==> config.mk <==
export PLATFORM = sky130hd
export DESIGN_NAME = touch_pad_baseline_detector
export DESIGN_NICKNAME = d
export VERILOG_FILES = /design/src/hw/rtl/tpbd_pkg.sv /design/src/hw/rtl/touch_pad_baseline_detector.sv
export SDC_FILE = /design/constraint.sdc
export NUM_CORES = 1
export LEC_CHECK = 0
export ABC_AREA = 1
export BUFFER_PORTS_ARGS = -buffer_cell sky130_fd_sc_hd__buf_2
export CAP_MARGIN = 20
export CORE_UTILIZATION = 25
export DETAILED_ROUTE_END_ITERATION = 12
export PLACE_DENSITY = 0.38
export SLEW_MARGIN = 40
export SYNTH_ARGS = -nofsm -noshare
export SYNTH_HDL_FRONTEND = slang
export SYNTH_SLANG_ARGS = --single-unit
==> constraint.sdc <==
create_clock -name clk -period 16.4 [get_ports clk]
set_input_delay 2.46 -clock clk [delete_from_list [all_inputs] [get_ports clk]]
set_output_delay 2.46 -clock clk [all_outputs]
set_load 0.05 [all_outputs]
==> src/hw/rtl/tpbd_pkg.sv <==
`timescale 1ns / 1ps
// ----------------------------------------------------------------------------
// tpbd_pkg - touch pad baseline detector package
// Field widths, register indexes, reset values and the result layout.
// ----------------------------------------------------------------------------
package tpbd_pkg;

  localparam int SAMPLE_W   = 10;
  localparam int SCALED_W   = 14;
  localparam int BASE_W     = 16;
  localparam int SMALL_W    = 12;
  localparam int TRIP_W     = 14;
  localparam int WARM_W     = 8;
  localparam int LVL_W      = 18;
  localparam int PADIDX_W   = 3;
  localparam int MAP_W      = 5;
  localparam int IN_DATA_W  = 16;
  localparam int OUT_DATA_W = 32;
  localparam int CFG_ADDR_W = 2;
  localparam int CFG_DATA_W = 14;

  localparam logic [CFG_ADDR_W-1:0] REG_TRIP   = 2'd0;
  localparam logic [CFG_ADDR_W-1:0] REG_HYST   = 2'd1;
  localparam logic [CFG_ADDR_W-1:0] REG_WARMUP = 2'd2;

  localparam logic [TRIP_W-1:0] TRIP_RST   = 14'd1000;
  localparam logic [TRIP_W-1:0] HYST_RST   = 14'd100;
  localparam logic [WARM_W-1:0] WARMUP_RST = 8'd160;

  // result word, fields listed from the highest bit down
  typedef struct packed {
    logic [1:0]          pad;
    logic [BASE_W-1:0]   baseline;
    logic [PADIDX_W-1:0] first_pressed;
    logic                any_pressed;
    logic [MAP_W-1:0]    pressed_map;
    logic                warming;
    logic                pressed;
    logic [PADIDX_W-1:0] pad_index;
  } result_t;

endpackage

==> src/hw/rtl/touch_pad_baseline_detector.sv <==
`timescale 1ns / 1ps
// ----------------------------------------------------------------------------
// touch_pad_baseline_detector - capacitive touch baseline/hysteresis detector
// Round-robin pad sampling, baseline tracking and press/release decision.
// ----------------------------------------------------------------------------
// Takes one request per clock cycle unless the result side holds off. A sample
// sits in the input register after the edge that accepts it; the single-pass
// update moves it into the result register once that register is free, and it
// can be taken from there. All per-pad state lives in flip-flops and is read
// and written in that one update, so back-to-back samples never stall unless
// the result side holds off. The result register frees in the same cycle it is
// taken, so a full downstream handshake keeps the rate at one per cycle.
module touch_pad_baseline_detector
  import tpbd_pkg::*;
#(
  parameter int NUM_PADS   = 5,
  parameter int AVG_PERIOD = 64
) (
  input  logic                  clk,
  input  logic                  rst_n,
  input  logic                  in_tvalid,
  output logic                  in_tready,
  input  logic [IN_DATA_W-1:0]  in_tdata,   // [9:0] sample
  output logic                  out_tvalid,
  input  logic                  out_tready,
  output logic [OUT_DATA_W-1:0] out_tdata,  // [2:0] pad_index, [3] pressed,
                                            // [4] warming, [9:5] pressed_map,
                                            // [10] any_pressed,
                                            // [13:11] first_pressed,
                                            // [29:14] baseline
  input  logic                  cfg_we,
  input  logic [CFG_ADDR_W-1:0] cfg_addr,
  input  logic [CFG_DATA_W-1:0] cfg_wdata
);

  localparam int PadW = (NUM_PADS > 1) ? $clog2(NUM_PADS) : 1;
  localparam int RcW  = $clog2(AVG_PERIOD + 1);
  localparam logic [PadW-1:0] LastPad = PadW'(NUM_PADS - 1);
  localparam logic [RcW-1:0]  AvgTop  = RcW'(AVG_PERIOD);

  // configuration
  logic [TRIP_W-1:0] trip_r;
  logic [TRIP_W-1:0] hyst_r;

  // pad state
  logic [BASE_W-1:0] base_r [NUM_PADS];
  logic [NUM_PADS-1:0] flags_r, flags_nxt;
  logic [PadW-1:0] ptr_r, ptr_nxt;
  logic [WARM_W-1:0] warm_r, warm_nxt;
  logic [RcW-1:0] rc_r, rc_nxt;

  // pipeline
  logic                s1_valid_r;
  logic [SAMPLE_W-1:0] s1_sample_r;
  logic                out_valid_r;
  result_t             res_r, res_nxt;

  logic out_free, s2_fire, warm_wr;

  assign out_free   = !out_valid_r || out_tready;
  assign s2_fire    = s1_valid_r && out_free;
  assign in_tready  = !s1_valid_r || out_free;
  assign out_tvalid = out_valid_r;
  assign out_tdata  = res_r;
  assign warm_wr    = cfg_we && (cfg_addr == REG_WARMUP);

  // update datapath
  logic [SCALED_W-1:0] scaled;
  logic [BASE_W-1:0]   old_base, max_base, new_base;
  logic [SMALL_W-1:0]  base_div;
  logic signed [LVL_W-1:0] s_lvl, press_lvl, rel_lvl;
  logic                warming;
  logic [PadW+PADIDX_W-1:0]  pad_x, first_x;
  logic [NUM_PADS+MAP_W-1:0] map_x;
  logic [PadW-1:0]     first_idx;

  always_comb begin
    scaled    = {s1_sample_r, 4'b0000};
    old_base  = base_r[ptr_r];
    base_div  = old_base[BASE_W-1:4];
    s_lvl     = LVL_W'(scaled);
    press_lvl = $signed(LVL_W'(old_base)) - $signed(LVL_W'(trip_r));
    rel_lvl   = press_lvl + $signed(LVL_W'(hyst_r));
    max_base  = (BASE_W'(scaled) > old_base) ? BASE_W'(scaled) : old_base;
    warming   = (warm_r != '0);
    flags_nxt = flags_r;
    rc_nxt    = rc_r;
    warm_nxt  = warm_r;
    new_base  = old_base;
    if (warming) begin
      warm_nxt = warm_r - 1'b1;
      new_base = BASE_W'(scaled);
    end else begin
      if (s_lvl > rel_lvl) begin
        flags_nxt[ptr_r] = 1'b0;
      end else if (s_lvl < press_lvl) begin
        flags_nxt[ptr_r] = 1'b1;
      end
      if (ptr_r == '0) begin
        rc_nxt = (rc_r < AvgTop) ? rc_r + 1'b1 : '0;
      end
      new_base = max_base;
      if (rc_nxt == AvgTop) begin
        new_base = max_base + BASE_W'(s1_sample_r) - BASE_W'(base_div);
      end
    end
    ptr_nxt = (ptr_r == LastPad) ? '0 : ptr_r + 1'b1;

    first_idx = '0;
    for (int i = NUM_PADS - 1; i >= 0; i--) begin
      if (flags_nxt[i]) begin
        first_idx = PadW'(i);
      end
    end
    pad_x   = {{PADIDX_W{1'b0}}, ptr_r};
    first_x = {{PADIDX_W{1'b0}}, first_idx};
    map_x   = {{MAP_W{1'b0}}, flags_nxt};

    res_nxt               = '0;
    res_nxt.pad_index     = pad_x[PADIDX_W-1:0];
    res_nxt.pressed       = flags_nxt[ptr_r];
    res_nxt.warming       = warming;
    res_nxt.pressed_map   = map_x[MAP_W-1:0];
    res_nxt.any_pressed   = |flags_nxt;
    res_nxt.first_pressed = first_x[PADIDX_W-1:0];
    res_nxt.baseline      = new_base;
  end

  // control and state
  always_ff @(posedge clk) begin
    if (!rst_n) begin
      trip_r      <= TRIP_RST;
      hyst_r      <= HYST_RST;
      warm_r      <= WARMUP_RST;
      flags_r     <= '0;
      ptr_r       <= '0;
      rc_r        <= '0;
      s1_valid_r  <= 1'b0;
      out_valid_r <= 1'b0;
      for (int i = 0; i < NUM_PADS; i++) begin
        base_r[i] <= '0;
      end
    end else begin
      if (in_tready) begin
        s1_valid_r <= in_tvalid;
      end
      if (out_free) begin
        out_valid_r <= s1_valid_r;
      end
      if (s2_fire) begin
        flags_r       <= flags_nxt;
        ptr_r         <= ptr_nxt;
        rc_r          <= rc_nxt;
        base_r[ptr_r] <= new_base;
      end
      // a warm-up write restarts the count and wins over the update
      if (warm_wr) begin
        warm_r <= cfg_wdata[WARM_W-1:0];
      end else if (s2_fire) begin
        warm_r <= warm_nxt;
      end
      if (cfg_we) begin
        case (cfg_addr)
          REG_TRIP: trip_r <= cfg_wdata;
          REG_HYST: hyst_r <= cfg_wdata;
          default: ;
        endcase
      end
    end
  end

  // payload
  always_ff @(posedge clk) begin
    if (in_tready && in_tvalid) begin
      s1_sample_r <= in_tdata[SAMPLE_W-1:0];
    end
    if (s2_fire) begin
      res_r <= res_nxt;
    end
  end

`ifndef SYNTHESIS
  a_stall_only_on_backpressure: assert property (@(posedge clk) disable iff (!rst_n)
    !in_tready |-> (out_tvalid && !out_tready))
    else $error("input stalled without output backpressure");

  a_ptr_in_range: assert property (@(posedge clk) disable iff (!rst_n)
    ptr_r <= LastPad)
    else $error("pad pointer out of range");

  a_warmup_count: assert property (@(posedge clk) disable iff (!rst_n)
    (s2_fire && warm_r != '0 && !cfg_we) |=> (warm_r == WARM_W'($past(warm_r) - 1'b1)))
    else $error("warm-up count did not step");

  a_first_none: assert property (@(posedge clk) disable iff (!rst_n)
    (out_valid_r && !res_r.any_pressed) |-> (res_r.first_pressed == '0 &&
                                             res_r.pressed_map == '0))
    else $error("first pressed set with no pad pressed");
`endif

endmodule

==> results.py <==
metrics = {
    "synth": {
        "synth_seq_area_share_pct": 46.6,
        "syn_area_um2": 13200,
        "syn_area_per_cell_um2": 8.80,
        "synth_edf_count": 168,
        "synth_seq_cells": 224,
        "ys.flop_type": "edfxtp_1",
        "synth_cell_types": 55,
        "synth_top_cells_by_count": "nand2_1, inv_1, edfxtp_1, nor2_1, a21oi_1",
        "async_reset_ff_share_pct": 0,
        "synth_top_area_cell": "edfxtp_1",
        "synthCells": 1504,
        "yosys_warnings": 0,
        "synth_top_area_share_pct": 38.1,
        "yosysMostFrequentCell": "nand2_1",
        "synth_area_leaders": "edfxtp_1, dfxtp_1, nand2_1, ha_1, a21oi_1",
    },
    "sta": {
        "finalCritPeriodShare_pct": 47.3,
        "worstMarginPinSlew_ns": 0.740,
        "rsz0062_at_grt": "no",
        "setup_violations": 0,
        "clock_skew_ns": 0.0188,
        "finalMaxSlewViolations": 0,
        "max-slew-margin-rel_pct": 50.1,
        "period_minus_slack_ns": 7.75,
        "hold_viol": 0,
        "clock.fmax_mhz": 129,
        "tns_ns": 0,
    },
    "die": {
        "ioPinCount": 71,
        "coreArea_um2": 51800,
        "fp.dieH_um": 232,
        "start_util_pct": 25.5,
        "dieWidth_um": 232,
        "die_area_um2": 53900,
        "rows": 83,
    },
    "clocking": {
        "cts-root-buf": "clkbuf_16",
        "htreeDepth": 1,
        "cts_buffers": 28,
        "clk_pin_slew_ns": 0.06,
        "cts_buffer_depth": 3,
        "cts_tree": "done",
        "cts_setup_buffers": 0,
        "clkLatencyLatePin_ns": 0.58,
        "ctsResizeCount": 0,
        "cts_sinks": 224,
        "ctsHoldBuffers": 0,
    },
    "power": {
        "comb_power_share_pct": 31.8,
        "p_int_mw": 1.18,
        "seqPwrFrac_pct": 35.4,
        "ir_drop_uv": 70.8,
        "pwr-share-clk_pct": 32.8,
        "total_leakage_power_nw": 6.41,
        "p_per_area_nw_per_um2": 119,
        "swShare_pct": 35.2,
        "p_sw_mw": 0.639,
    },
    "placement": {
        "port_buffers": 62,
        "post-dp-hpwl_um": 28900,
        "placed_area_um2": 14300,
        "gp_congestion": 0.857,
        "place_inst": 2220,
    },
    "critical_path": {
        "crit_fanout": 65,
        "start_kind": "flip-flop",
        "crit_type": "flip-flop to flip-flop",
        "critPathSlowestCell": "buf_4",
        "crit_arrival_ns": 8.09,
        "worstSetupEndpointType": "flip-flop",
        "slowest_delay_ns": 0.55,
        "cpMostUsedCell": "nand2_1",
        "required_ns": 16.73,
    },
    "final_layout": {
        "layout.nets": 1700,
        "finalNonFillerCells": 2270,
        "design_area_um2": 15200,
        "syn_to_final_growth_pct": 14.8,
        "drive_above_1_share_pct": 13.1,
        "diodes": 0,
    },
    "routing": {
        "route.antenna.remaining_nets": 0,
        "drtIter0Drc": 614,
        "routed_wl_um": 40700,
        "wl_per_cell_um": 17.9,
        "firstDrtPassIters": 5,
        "dr_total_vias": 10401,
        "drc": 0,
        "via_per_inst": 4.58,
    },
    "global_route": {
        "grt_pass1_wl_um": 62000,
        "grt_use_total_pct": 15.3,
        "grt_pass1_vias": 10392,
        "grt-ovfl-total": 0,
        "grt_max_degree": 66,
        "antenna_found_initial": 1,
    },
    "outcome": {
        "status": "finished clean",
    },
    "min_path": {
        "holdCritPathClass": "flip-flop to flip-flop",
    },
    "job": {
        "maxCapViolations": 0,
    },
}
## cell type report
cell class	count	area [um^2]
fillers	5472	36600
repair buffers	81	455
flip-flops and latches	224	6170
inverters	195	734
clock buffers	38	738
well taps	680	851
multi-input cells	1040	6110
clock inverters	12	131
## cell families (layout without fill, tap and decap cells)
group,after synthesis,in the layout,share of synthesized area [%]
AND/OR/NAND/NOR,552,552,17.9
AO/OA/AOI/OAI,355,355,16.0
XOR/XNOR,37,37,2.45
other,1,2,0.0283
adder cells (fa/ha/maj),93,93,9.47
multiplexers,1,1,0.0756
buffers and inverters,241,326,7.51
flip-flops,224,224,46.6
## power by group through the flow
stage | Clock, mW | Combinational, mW | Sequential (mW)
after detailed placement | 0 | 0.579 | 0.654
final | 0.596 | 0.577 | 0.642
after CTS | 0.615 | 0.583 | 0.643
after global placement | 0 | 0.576 | 0.655
after floorplan | 0 | 0.424 | 0.663
after global routing | 0.637 | 0.659 | 0.644
## final timing paths
check | slack (ns) | startpoint | endpoint | cells after the start
hold / removal | 0.47 | hyst_r[4]$_SDFFE_PN0P_ | hyst_r[4]$_SDFFE_PN0P_ | 2
hold reg to reg | 0.47 | hyst_r[4]$_SDFFE_PN0P_ | hyst_r[4]$_SDFFE_PN0P_ | 2
setup / recovery | 8.65 | flip-flop | out_tdata[10]$_DFFE_PP_ | 39
setup reg to reg | 8.65 | flip-flop | out_tdata[10]$_DFFE_PP_ | 39
## routing by layer
layer,share of wire [%],routed length (um),GRT usage (%)
met1,46,18700,20.0
met2,48,19700,26.4
met3,3.5,1410,1.79
met4,2.1,864,4.01
met5,0,0,0
## registers in the layout, indices dropped and copies added (netlist names), named ones only
name and count:
base_r 128, out_tdata 30, hyst_r 14, trip_r 14
s1_sample_r 10, warm_r 8, rc_r 7, flags_r 5
ptr_r 3, out_tvalid 1, s1_valid_r 1
## per-stage QoR
step	power [mW]	setup WS, ns	hold slack [ns]	util, %
after floorplan	1.09	11.02	0.435	-
after CTS	1.84	8.65	0.476	29.3
final	1.82	8.65	0.474	29.3
after global placement	1.23	8.42	0.468	27.6
after detailed placement	1.23	8.67	0.467	27.6
after global routing	1.94	8.02	0.504	29.3
## worst max-delay path: cells and delay by family, from the launching register on
| kind | cells | cell delay [ns] |
|---|---|---|
| xor gates and xnor gates | 2 | 0.36 |
| AOI/OAI and AO/OA | 9 | 1.55 |
| muxes | 1 | 0.53 |
| and+or+nand+nor | 17 | 1.79 |
| DFF | 1 | 0.31 |
| adders and majority gates | 4 | 1.27 |
| buffers and inverters | 6 | 1.60 |
## layout by cell type, fill, tap and decap left out, types with 54 or more instances in the layout
cell      count
edfxtp_1    168
inv_1       183
buf_2        61
dfxtp_1      55
a21oi_1     140
nor2_1      154
ha_1         81
o21ai_0     103
nand3_1      54
nand2_1     277
Note: power is estimated with default switching activity, not from simulation.
